[src/rtl/core/qrbm_pkg.sv]
// Shared types, codes and the capacity table of the QR byte-mode codeword packer.
package qrbm_pkg;

	typedef enum logic [1:0] {
		PH_IDLE,
		PH_DATA,
		PH_DRAIN
	} phase_t;

	// request codes carried in tuser
	localparam logic [1:0] REQ_START = 2'd0;
	localparam logic [1:0] REQ_DATA  = 2'd1;
	localparam logic [1:0] REQ_DRAIN = 2'd2;

	// status codes
	localparam logic [1:0] ST_OK       = 2'd0;
	localparam logic [1:0] ST_TOO_LONG = 2'd1;
	localparam logic [1:0] ST_ORDER    = 2'd2;

	// configuration register indexes
	localparam logic CFG_EC_LEVEL = 1'b0;
	localparam logic CFG_VERSION  = 1'b1;

	localparam logic [3:0] MODE_BYTE   = 4'h4;
	localparam logic [7:0] PAD_A       = 8'hEC;
	localparam logic [7:0] PAD_B       = 8'h11;
	localparam logic [5:0] SHORT_LIMIT = 6'd9;   // versions 1..9 use an 8-bit count

	localparam int OUT_DEPTH = 2;
	localparam int PTR_W     = $clog2(OUT_DEPTH);
	localparam int CNT_W     = $clog2(OUT_DEPTH + 1);

	typedef struct packed {
		logic [1:0]  req_type;
		logic [7:0]  data_byte;
		logic [11:0] msg_length;
	} item_t;

	typedef struct packed {
		logic [7:0] codeword;
		logic       codeword_valid;
		logic       last;
		logic [1:0] status;
	} result_t;

	typedef struct packed {
		logic [11:0] cap;
		logic        short_count;
	} cap_info_t;

	// byte capacity per level (row) and version (column)
	localparam logic [11:0] CAP_ROM [4][40] = '{
		'{12'd17, 12'd32, 12'd53, 12'd78, 12'd106, 12'd134, 12'd154, 12'd192,
		  12'd230, 12'd271, 12'd321, 12'd367, 12'd425, 12'd458, 12'd520, 12'd586,
		  12'd644, 12'd718, 12'd792, 12'd858, 12'd929, 12'd1003, 12'd1091, 12'd1171,
		  12'd1273, 12'd1367, 12'd1465, 12'd1528, 12'd1628, 12'd1732, 12'd1840,
		  12'd1952, 12'd2068, 12'd2188, 12'd2303, 12'd2431, 12'd2563, 12'd2699,
		  12'd2809, 12'd2953},
		'{12'd14, 12'd26, 12'd42, 12'd62, 12'd84, 12'd106, 12'd122, 12'd152,
		  12'd180, 12'd213, 12'd251, 12'd287, 12'd331, 12'd362, 12'd412, 12'd450,
		  12'd504, 12'd560, 12'd624, 12'd666, 12'd711, 12'd779, 12'd857, 12'd911,
		  12'd997, 12'd1059, 12'd1125, 12'd1190, 12'd1264, 12'd1370, 12'd1452,
		  12'd1538, 12'd1628, 12'd1722, 12'd1809, 12'd1911, 12'd1989, 12'd2099,
		  12'd2213, 12'd2331},
		'{12'd11, 12'd20, 12'd32, 12'd46, 12'd60, 12'd74, 12'd86, 12'd108,
		  12'd130, 12'd151, 12'd177, 12'd203, 12'd241, 12'd258, 12'd292, 12'd322,
		  12'd364, 12'd394, 12'd442, 12'd482, 12'd509, 12'd565, 12'd611, 12'd661,
		  12'd715, 12'd751, 12'd805, 12'd868, 12'd908, 12'd982, 12'd1030,
		  12'd1112, 12'd1168, 12'd1228, 12'd1283, 12'd1351, 12'd1423, 12'd1499,
		  12'd1579, 12'd1663},
		'{12'd7, 12'd14, 12'd24, 12'd34, 12'd44, 12'd58, 12'd64, 12'd84,
		  12'd98, 12'd119, 12'd137, 12'd155, 12'd177, 12'd194, 12'd220, 12'd250,
		  12'd280, 12'd310, 12'd338, 12'd382, 12'd403, 12'd439, 12'd461, 12'd511,
		  12'd535, 12'd593, 12'd625, 12'd658, 12'd698, 12'd742, 12'd790,
		  12'd842, 12'd898, 12'd958, 12'd983, 12'd1051, 12'd1093, 12'd1139,
		  12'd1219, 12'd1273}
	};

endpackage

[src/rtl/core/qr_byte_mode_codeword_packer_top.sv]
// Top level of the QR byte-mode data codeword packer.
// An accepted item is registered, and its results pass the output queue to m_tvalid.
// Throughput: one item per cycle while the queue has room; an accepted start item at
//   version index 9 or more holds the engine, as its two header codewords share one queue write port.
// Reset (arst_n low): stream goes idle, queue empties, ec_level and version_index
//   return to 0; the capacity register has no reset and reloads on every clock.
module qr_byte_mode_codeword_packer_top #(
	parameter int VERSION_COUNT = 40
) (
	input  logic        clk,
	input  logic        arst_n,
	// input items
	input  logic        s_tvalid,
	output logic        s_tready,
	input  logic [23:0] s_tdata,   // [7:0] data_byte, [19:8] msg_length, [23:20] zero
	input  logic [1:0]  s_tuser,   // [1:0] req_type
	// result items
	output logic        m_tvalid,
	input  logic        m_tready,
	output logic [7:0]  m_tdata,   // [7:0] codeword
	output logic [2:0]  m_tuser,   // [0] codeword_valid, [2:1] status
	output logic        m_tlast,   // last codeword of the symbol data
	// configuration writes
	input  logic        cfg_we,
	input  logic        cfg_addr,
	input  logic [5:0]  cfg_wdata
);

	logic [1:0] ec_level_q;
	logic [5:0] version_index_q;
	logic [1:0] ec_level_next;
	logic [5:0] version_index_next;

	qrbm_pkg::item_t     in_item;
	qrbm_pkg::cap_info_t cap_info;
	qrbm_pkg::result_t   push_res;
	qrbm_pkg::result_t   out_res;
	logic                push;
	logic                out_full;

	// The ROM is addressed with the value being written so that the capacity is
	// already current for an item taken right after a configuration write.
	assign ec_level_next = (cfg_we && cfg_addr == qrbm_pkg::CFG_EC_LEVEL) ?
		cfg_wdata[1:0] : ec_level_q;
	assign version_index_next = (cfg_we && cfg_addr == qrbm_pkg::CFG_VERSION) ?
		cfg_wdata : version_index_q;

	always_ff @(posedge clk or negedge arst_n) begin
		if (!arst_n) begin
			ec_level_q      <= 2'd0;
			version_index_q <= 6'd0;
		end else begin
			ec_level_q      <= ec_level_next;
			version_index_q <= version_index_next;
		end
	end

	assign in_item.req_type   = s_tuser;
	assign in_item.data_byte  = s_tdata[7:0];
	assign in_item.msg_length = s_tdata[19:8];

	qrbm_cap_rom #(
		.VERSION_COUNT(VERSION_COUNT)
	) u_cap_rom (
		.clk          (clk),
		.ec_level     (ec_level_next),
		.version_index(version_index_next),
		.cap_info     (cap_info)
	);

	qrbm_engine u_engine (
		.clk     (clk),
		.arst_n  (arst_n),
		.in_valid(s_tvalid),
		.in_ready(s_tready),
		.in_item (in_item),
		.cap_info(cap_info),
		.out_full(out_full),
		.push    (push),
		.push_res(push_res)
	);

	qrbm_out_fifo u_out_fifo (
		.clk      (clk),
		.arst_n   (arst_n),
		.push     (push),
		.push_res (push_res),
		.full     (out_full),
		.out_valid(m_tvalid),
		.out_ready(m_tready),
		.out_res  (out_res)
	);

	assign m_tdata = out_res.codeword;
	assign m_tuser = {out_res.status, out_res.codeword_valid};
	assign m_tlast = out_res.last;

endmodule

[src/rtl/core/qrbm_cap_rom.sv]
// Capacity ROM with registered read, addressed by level and clamped version.
module qrbm_cap_rom #(
	parameter int VERSION_COUNT = 40
) (
	input  logic                 clk,
	input  logic [1:0]           ec_level,
	input  logic [5:0]           version_index,
	output qrbm_pkg::cap_info_t  cap_info
);

	localparam logic [5:0] VI_MAX = 6'(VERSION_COUNT - 1);

	logic [5:0]          vi;
	qrbm_pkg::cap_info_t cap_q;

	always_comb begin
		vi = (version_index > VI_MAX) ? VI_MAX : version_index;
	end

	always_ff @(posedge clk) begin
		cap_q.cap         <= qrbm_pkg::CAP_ROM[ec_level][vi];
		cap_q.short_count <= (vi < qrbm_pkg::SHORT_LIMIT);
	end

	assign cap_info = cap_q;

endmodule

[src/rtl/core/qrbm_engine.sv]
// Input stage and packing engine: holds the stream state and forms one result a cycle unless the queue is full.
module qrbm_engine (
	input  logic                 clk,
	input  logic                 arst_n,
	input  logic                 in_valid,
	output logic                 in_ready,
	input  qrbm_pkg::item_t      in_item,
	input  qrbm_pkg::cap_info_t  cap_info,
	input  logic                 out_full,
	output logic                 push,
	output qrbm_pkg::result_t    push_res
);

	logic              valid_s1;
	qrbm_pkg::item_t   item_s1;

	qrbm_pkg::phase_t  phase_q, phase_d;
	logic [3:0]        held_q, held_d;
	logic [11:0]       bytes_left_q, bytes_left_d;
	logic [11:0]       pads_left_q, pads_left_d;
	logic              term_q, term_d;
	logic              toggle_q, toggle_d;
	logic              hdr2_q, hdr2_d;      // second header codeword still owed
	logic [7:0]        hdr2_byte_q, hdr2_byte_d;

	logic fire;
	logic too_long;
	logic data_ok;
	logic drain_last;

	assign fire       = valid_s1 && !hdr2_q && !out_full;
	assign in_ready   = !valid_s1 || fire;
	assign push       = fire || (hdr2_q && !out_full);
	assign too_long   = item_s1.msg_length > cap_info.cap;
	assign data_ok    = (phase_q == qrbm_pkg::PH_DATA) && (bytes_left_q != 12'd0);
	assign drain_last = term_q ? (pads_left_q <= 12'd1) : (pads_left_q == 12'd0);

	always_ff @(posedge clk or negedge arst_n) begin
		if (!arst_n) begin
			valid_s1 <= 1'b0;
		end else if (in_valid && in_ready) begin
			valid_s1 <= 1'b1;
		end else if (fire) begin
			valid_s1 <= 1'b0;
		end
	end

	always_ff @(posedge clk) begin
		if (in_valid && in_ready) begin
			item_s1 <= in_item;
		end
	end

	always_comb begin : next_state
		phase_d      = phase_q;
		held_d       = held_q;
		bytes_left_d = bytes_left_q;
		pads_left_d  = pads_left_q;
		term_d       = term_q;
		toggle_d     = toggle_q;
		hdr2_d       = hdr2_q;
		hdr2_byte_d  = hdr2_byte_q;
		if (hdr2_q && !out_full) begin
			hdr2_d = 1'b0;
		end
		if (fire) begin
			unique case (item_s1.req_type)
				qrbm_pkg::REQ_START: begin
					if (phase_q == qrbm_pkg::PH_IDLE && !too_long) begin
						bytes_left_d = item_s1.msg_length;
						pads_left_d  = cap_info.cap - item_s1.msg_length;
						term_d       = 1'b0;
						toggle_d     = 1'b0;
						held_d       = item_s1.msg_length[3:0];
						phase_d      = (item_s1.msg_length == 12'd0) ?
							qrbm_pkg::PH_DRAIN : qrbm_pkg::PH_DATA;
						if (!cap_info.short_count) begin
							hdr2_d      = 1'b1;
							hdr2_byte_d = item_s1.msg_length[11:4];
						end
					end
				end
				qrbm_pkg::REQ_DATA: begin
					if (data_ok) begin
						held_d       = item_s1.data_byte[3:0];
						bytes_left_d = bytes_left_q - 12'd1;
						if (bytes_left_q == 12'd1) begin
							phase_d = qrbm_pkg::PH_DRAIN;
						end
					end
				end
				qrbm_pkg::REQ_DRAIN: begin
					if (phase_q == qrbm_pkg::PH_DRAIN) begin
						if (!term_q) begin
							term_d = 1'b1;
						end else begin
							toggle_d = ~toggle_q;
							if (pads_left_q != 12'd0) begin
								pads_left_d = pads_left_q - 12'd1;
							end
						end
						if (drain_last) begin
							phase_d = qrbm_pkg::PH_IDLE;
							held_d  = 4'd0;
						end
					end
				end
				default: ;
			endcase
		end
	end

	always_comb begin : result_out
		push_res.codeword       = 8'd0;
		push_res.codeword_valid = 1'b0;
		push_res.last           = 1'b0;
		push_res.status         = qrbm_pkg::ST_OK;
		if (hdr2_q) begin
			push_res.codeword       = hdr2_byte_q;
			push_res.codeword_valid = 1'b1;
		end else begin
			unique case (item_s1.req_type)
				qrbm_pkg::REQ_START: begin
					if (phase_q != qrbm_pkg::PH_IDLE) begin
						push_res.status = qrbm_pkg::ST_ORDER;
					end else if (too_long) begin
						push_res.status = qrbm_pkg::ST_TOO_LONG;
					end else begin
						// 16-bit count: its top nibble is zero for a 12-bit length
						push_res.codeword_valid = 1'b1;
						push_res.codeword = {qrbm_pkg::MODE_BYTE, cap_info.short_count ?
							item_s1.msg_length[7:4] : 4'd0};
					end
				end
				qrbm_pkg::REQ_DATA: begin
					if (!data_ok) begin
						push_res.status = qrbm_pkg::ST_ORDER;
					end else begin
						push_res.codeword_valid = 1'b1;
						push_res.codeword       = {held_q, item_s1.data_byte[7:4]};
					end
				end
				qrbm_pkg::REQ_DRAIN: begin
					if (phase_q != qrbm_pkg::PH_DRAIN) begin
						push_res.status = qrbm_pkg::ST_ORDER;
					end else begin
						push_res.codeword_valid = 1'b1;
						push_res.last           = drain_last;
						if (!term_q) begin
							push_res.codeword = {held_q, 4'd0};
						end else begin
							push_res.codeword = toggle_q ? qrbm_pkg::PAD_B : qrbm_pkg::PAD_A;
						end
					end
				end
				default: begin
					push_res.status = qrbm_pkg::ST_ORDER;
				end
			endcase
		end
	end

	always_ff @(posedge clk or negedge arst_n) begin
		if (!arst_n) begin
			phase_q      <= qrbm_pkg::PH_IDLE;
			held_q       <= 4'd0;
			bytes_left_q <= 12'd0;
			pads_left_q  <= 12'd0;
			term_q       <= 1'b0;
			toggle_q     <= 1'b0;
			hdr2_q       <= 1'b0;
		end else begin
			phase_q      <= phase_d;
			held_q       <= held_d;
			bytes_left_q <= bytes_left_d;
			pads_left_q  <= pads_left_d;
			term_q       <= term_d;
			toggle_q     <= toggle_d;
			hdr2_q       <= hdr2_d;
		end
	end

	always_ff @(posedge clk) begin
		hdr2_byte_q <= hdr2_byte_d;
	end

endmodule

[src/rtl/core/qrbm_out_fifo.sv]
// Small result queue that parts the engine from the output handshake.
module qrbm_out_fifo (
	input  logic               clk,
	input  logic               arst_n,
	input  logic               push,
	input  qrbm_pkg::result_t  push_res,
	output logic               full,
	output logic               out_valid,
	input  logic               out_ready,
	output qrbm_pkg::result_t  out_res
);

	localparam int PW = qrbm_pkg::PTR_W;
	localparam int CW = qrbm_pkg::CNT_W;

	qrbm_pkg::result_t mem_q [qrbm_pkg::OUT_DEPTH];
	logic [PW-1:0]     wr_ptr_q, rd_ptr_q;
	logic [CW-1:0]     count_q;
	logic              pop;

	assign full      = (count_q == CW'(qrbm_pkg::OUT_DEPTH));
	assign out_valid = (count_q != '0);
	assign pop       = out_valid && out_ready;
	assign out_res   = mem_q[rd_ptr_q];

	always_ff @(posedge clk) begin
		if (push) begin
			mem_q[wr_ptr_q] <= push_res;
		end
	end

	always_ff @(posedge clk or negedge arst_n) begin
		if (!arst_n) begin
			wr_ptr_q <= '0;
			rd_ptr_q <= '0;
			count_q  <= '0;
		end else begin
			if (push) begin
				wr_ptr_q <= wr_ptr_q + PW'(1);
			end
			if (pop) begin
				rd_ptr_q <= rd_ptr_q + PW'(1);
			end
			count_q <= count_q + CW'(push) - CW'(pop);
		end
	end

endmodule

[config.mk]
export PLATFORM = sky130hd
export DESIGN_NAME = qr_byte_mode_codeword_packer_top
export DESIGN_NICKNAME = d
export VERILOG_FILES = /design/src/rtl/core/qrbm_pkg.sv /design/src/rtl/core/qr_byte_mode_codeword_packer_top.sv /design/src/rtl/core/qrbm_cap_rom.sv /design/src/rtl/core/qrbm_engine.sv /design/src/rtl/core/qrbm_out_fifo.sv
export SDC_FILE = /design/constraint.sdc
export NUM_CORES = 1
export LEC_CHECK = 0
export BUFFER_PORTS_ARGS = -buffer_cell sky130_fd_sc_hd__buf_4
export CORE_UTILIZATION = 51
export DETAILED_ROUTE_END_ITERATION = 16
export PLACE_DENSITY = 0.69
export SLEW_MARGIN = 15
export SYNTH_ARGS = -nofsm -noshare
export SYNTH_HDL_FRONTEND = slang
export SYNTH_SLANG_ARGS = --single-unit
[constraint.sdc]
create_clock -name clk -period 3.9 [get_ports clk]
set_input_delay 0.975 -clock clk [delete_from_list [all_inputs] [get_ports clk]]
set_output_delay 0.975 -clock clk [all_outputs]
set_load 0.05 [all_outputs]
After elaboration in Yosys (flattened, before gate mapping). Memories as Yosys holds them, arrays and structs flattened. Cells that the tools add are included.

Register bits after elaboration: 89. RAM bits: 24. Bits of input ports: 38. Output and inout bits: 14. Logic and storage cells: 147. Memories: 1.

$add $sub $neg: 7. Magnitude comparators: 6. Equality and inequality tests: 14. Muxes and demuxes: 61. Bitwise logic cells: 5. Reductions and logical operators: 34.

Memories: u_out_fifo.mem_q (depth 2, width 12, read ports 1, clocked after Yosys merged registers in 0, wr ports 1, RTL line qrbm_out_fifo.sv:16) `qrbm_pkg::result_t mem_q [qrbm_pkg::OUT_DEPTH];`.

Operators by type and width (count): binary-select mux 480 bit (select 2 bit) (1); 2-to-1 mux 480 bit (2); 2-to-1 mux 12 bit (8); binary-select mux 12 bit (select 6 bit) (1); case mux 12 bit (2 select lines) (2); 2-to-1 mux 9 bit (3); case mux 9 bit (3 select lines) (1); logical NOT 12 bit (2); 2-to-1 mux 8 bit (3); nonzero test 12 bit (2); subtractor 12 x 1 -> 12 bit, second input constant (2); 2-to-1 mux 2 bit (10); 2-to-1 mux 4 bit (5); 2-to-1 mux 1 bit (16); inequality test 2 x 1 -> 1 bit, second input constant (7); equality test 12 x 1 -> 1 bit, second input constant (1); greater-than comparator 12 bit (1); less-or-equal comparator 12 x 1 -> 1 bit, second input constant (1); 2-to-1 mux 6 bit (2); case mux 2 bit (3 select lines) (2); case mux 4 bit (3 select lines) (1); AND reduction 4 bit (3); AND reduction 6 bit (2); subtractor 12 bit (1); 24 further kinds (48).

Depth between registers and ports, before layout.
Depth in word-level cells: 10. Mapped depth: 13. Depth with buffers taken out: 11.

Modules after synthesis. From an unflattened synthesis, not the netlist that was laid out.

Cells, all modules: 933. Area total of the unflattened synthesis: 8230.4 um^2.

Modules (own cells, without submodules): qrbm_engine (instances 1, cells an instance 436, area an instance 4105.2 um^2); qrbm_cap_rom (instances 1, cells an instance 425, area an instance 2698.8 um^2); qrbm_out_fifo (instances 1, cells an instance 54, area an instance 1101.1 um^2); qr_byte_mode_codeword_packer_top (instances 1, cells an instance 18, area an instance 325.3 um^2).

Least setup slack after synthesis. Ideal clock, no wire load.

Kind: input port to flip-flop. From: input cfg_we. To: register u_cap_rom.cap_q, in the netlist u_cap_rom.cap_info[7]. Library setup time: 0.128 ns. Arrival: 3.252 ns. Path slack: 0.520 ns. Stages on the path: 12. Buffers on the path: 3. Path through: nor2b_4 mux2_4 inv_4 buf_2 ha_1 clkbuf_1 clkbuf_1 nand2_1 a22oi_1 o21ai_0 a2111oi_1 nor2_1.

Word-level cells in the longest chain between the ends: 9.

Ends and longest elaborated chain: from (decl) (RTL line qr_byte_mode_codeword_packer_top.sv:24) `input logic cfg_we,`; logical AND 1 bit (RTL line qr_byte_mode_codeword_packer_top.sv:43) `assign ec_level_next = (cfg_we && cfg_addr == qrbm_pkg::CFG_EC_LEVEL) ?`; 2-to-1 mux 2 bit (RTL line qr_byte_mode_codeword_packer_top.sv:43); via ec_level_next[1] (RTL line qr_byte_mode_codeword_packer_top.sv:31) `logic [1:0] ec_level_next;`; inverter 2 -> 3 bit (implied by the code) (RTL line qrbm_cap_rom.sv:21) `cap_q.cap <= qrbm_pkg::CAP_ROM[ec_level][vi];`; binary-select mux 480 bit (select 2 bit) (RTL line qrbm_cap_rom.sv:21); 2-to-1 mux 480 bit (implied by the code) (2 in a row) (RTL line qrbm_cap_rom.sv:21); binary-select mux 12 bit (select 6 bit) (RTL line qrbm_cap_rom.sv:21); 2-to-1 mux 12 bit (implied by the code) (2 in a row) (RTL line qrbm_cap_rom.sv:21); to (decl) (RTL line qrbm_cap_rom.sv:14) `qrbm_pkg::cap_info_t cap_q;`.

The timed path passes the listed nets, and every way through them passes these cells. The select of a mux whose other input is x is not followed. A chain may end at the register's enable or synchronous reset.

Worst setup path after layout.
From: input cfg_we. To: register u_cap_rom.cap_q, in the netlist u_cap_rom.cap_info[8].

Same word-level chain as after synthesis.

==> run_results.csv <==
group,metric,value,unit
outcome,status,"complete, no violations",
synthesis,synth_edf_count,54,
cts,cts_tree,"built",
synthesis,synthFlopType,"edfxtp_1",
synthesis,avgSynthCellArea,8.92,µm²
grt,grt_max_degree,47,
floorplan,die_y,126,µm
route,routed_wl,25.5,mm
setup_path,crit_type,"input pin to flop",
cts,cts_setup_buffers,0,
synthesis,ys_ff_latch,113,
placement,finalWeightedCongestion,1.02,
setup_path,arrival,3.50,ns
cts,htreeDepth,4,
flow_run,max_cap_violations,0,
route,drc,0,
sta,finalMaxSlewViolations,0,
route,via_per_inst,6.58,
setup_path,end_kind,"flop",
synthesis,synth_top_area_share,20.8,%
synthesis,mappedNetlistArea,7800,µm²
route,ant_nets,0,
sta,hold_viol_final,0,
cts,cts_sinks,113,
floorplan,dieWidth,126,µm
route,vias,7630,
setup_path,required,4.21,ns
layout,final_common_cell,"buf_4",
sta,tns,0,ns
setup_path,slowest_stage,"ha_1",
placement,pre_cts_slack,0.403,ns
sta,fin_crit_sh,81.9,%
synthesis,ys_top_cells_by_area,"edfxtp_1, dfrtp_1, a21oi_1, ha_1, nor2_1",
cts,post_cts_resize_count,0,
layout,fin_util,62.8,%
layout,antennaDiodeCount,0,
synthesis,synth_cell_type_count,89,
setup_path,cp_common_cell,"buf_4",
synthesis,syn_inst,874,
layout,layout-drive-gt1-share,22.2,%
cts,hold_buffers,0,
cts,clkLatencyLatePin,0.41,ns
placement,post-dp-hpwl,18.9,mm
cts,cts_made_buffers,17,
sta,maxSlewHeadroom,33.3,%
placement,io_buffers,47,
synthesis,async_reset_ff_share,40.7,%
floorplan,ios,52,
route,drt-wirelength-per-cell,22.0,µm
grt,overflow,0,
grt,grt_pass1_vias,7288,
floorplan,num_rows,44,
pwr,p_leak,3.71,nW
grt,grt_first_pass_wirelength,39.7,mm
pwr,power_density,718,nW/µm²
grt,grt.total_usage,33.0,%
layout,final_nets,1028,
sta,tightest_slew,0.997,ns
setup_path,startpoint_type,"input pin",
sta,setup_ws,0.708,ns
synthesis,syn-num-nets,940,
cts,cts_root_buf,"clkbuf_16",
sta,rsz0062_at_grt,"false",
cts,clkTransAtPathRegs,0.06,ns
sta,hold_slack,0.492,ns
setup_path,slowest_delay,0.45,ns
layout,most-common-layout-cells,"buf_4, nor2_1, nand2_1, a21oi_1, o21ai_0",
synthesis,ys_warn_count,0,
floorplan,start_util,52.9,%
sta,setup_violations,0,
setup_path,path_cells,"buf_4 > nor2b_4 > mux2_4 > ha_1 > buf_4 > nor2_1 > a21oi_1 > o221ai_1 > o21ai_1 > a221oi_1",
cts,cts_buffer_depth,2,
route,drt-pass1-iter-count,7,
synthesis,yosys.area.top_type,"edfxtp_1",
sta,max_clock_freq,313,MHz
floorplan,die-area,15800,µm²
sta,final.setup_skew,0.0127,ns
route,drtIter0Drc,889,
layout,area_growth_syn_to_layout,18.8,%
floorplan,coreArea,14800,µm²
layout,fillers,1244,
setup_path,cp_max_fo,12,
grt,antenna_found_initial,0,
pwr,peakVddDrop,434,µV
hold_path,hold_path_class,"flop to flop",
synthesis,ys_seq_area_share,38.9,%
sta,min_period,3.19,ns
-- path summary, 6_finish.rpt --
check / to / slack (ns) / startpoint / cells past startpoint
max: u_cap_rom.cap_info[8] / 0.71 / cfg_we / 10
min: u_out_fifo.count_q[1] / 0.49 / u_out_fifo.count_q[1] / 1
max reg2reg: u_engine.bytes_left_q[4] / 0.72 / u_engine.item_s1[0] / 10
min reg2reg: u_out_fifo.count_q[1] / 0.49 / u_out_fifo.count_q[1] / 1
max in group asynchronous: u_engine.held_q[0] / 2.89 / arst_n / 1
min in group asynchronous: version_index_q[4] / 0.58 / arst_n / 1
-- cell families after synthesis --
| kind of cell | count (synthesis) | synth area share [%] |
|---|---|---|
| fa+ha+maj | 28 | 4.59 |
| mux | 33 | 5.25 |
| buf+inv | 90 | 5.49 |
| flops | 113 | 38.9 |
| compound gates | 310 | 26.4 |
| xor+xnor | 16 | 1.80 |
| simple gates | 284 | 17.6 |
-- state kept, by name, summed over array words and instances (netlist names), 2 cells and up --
name / flops
ec_level_q: 2
u_cap_rom.cap_info: 13
u_engine.pads_left_q: 12
u_engine.bytes_left_q: 12
u_engine.held_q: 4
u_engine.phase_q: 2
version_index_q: 6
u_out_fifo.mem_q: 24
u_out_fifo.count_q: 2
u_engine.hdr2_byte_q: 8
u_engine.item_s1: 22
-- per-stage QoR --
stage               total power, mW  instances  instance area, µm²
floorplan                      4.05        874                7800
global placement               4.98       1127                8680
detailed placement             5.06       1127                8680
CTS                            6.60       1159                9270
global route                   6.99       1159                9270
finish                         6.65       1159                9270
-- power by group --
| part | internal (mW) | switching [mW] | total [mW] |
|---|---|---|---|
| combinational | 1.21 | 1.92 | 3.13 |
| clock | 0.944 | 0.576 | 1.52 |
| sequential | 1.67 | 0.333 | 2.00 |
| total | 3.82 | 2.83 | 6.65 |
-- cell usage after synthesis, drive strengths merged (8+ instances only) --
cell type   n
o21ai      78
and3       10
nand2      80
inv        36
nor4       10
a21oi      77
dfxtp      13
buf        28
nor2       84
mux2i       8
o211ai     15
a31oi      12
edfxtp     54
o21a       11
nand3      37
xnor2      13
mux2       24
o22ai      16
clkbuf     25
nor3       16
a221oi      8
ha         27
a211oi     13
dfrtp      46
nand2b      9
-- critical path, delay by kind of cell --
kind                       cells  cell delay, ns
adders and majority gates      1            0.45
AOI/OAI and AO/OA              4            0.67
muxes                          1            0.42
buffers and inverters          2            0.37
and+or+nand+nor                2            0.61
-- per-layer routing --
layer	GRT usage [%]	vias up	wire [µm]
li1	-	3470	-
met1	48.5	3669	11500
met2	46.3	425	10500
met3	8.45	66	2730
met4	12.4	0	679
met5	0	-	0
-- cell type report --
class | count | area [µm²] | share of cell area, %
clock buffers | 17 | 425 | 4.59
clock inverters | 15 | 159 | 1.71
multi-input cells | 671 | 4340 | 46.8
well taps | 184 | 230 | 2.48
flip-flops and latches | 113 | 3030 | 32.7
repair buffers | 122 | 941 | 10.2
inverters | 37 | 141 | 1.53
No activity file was read; power rests on OpenSTA's default activity.
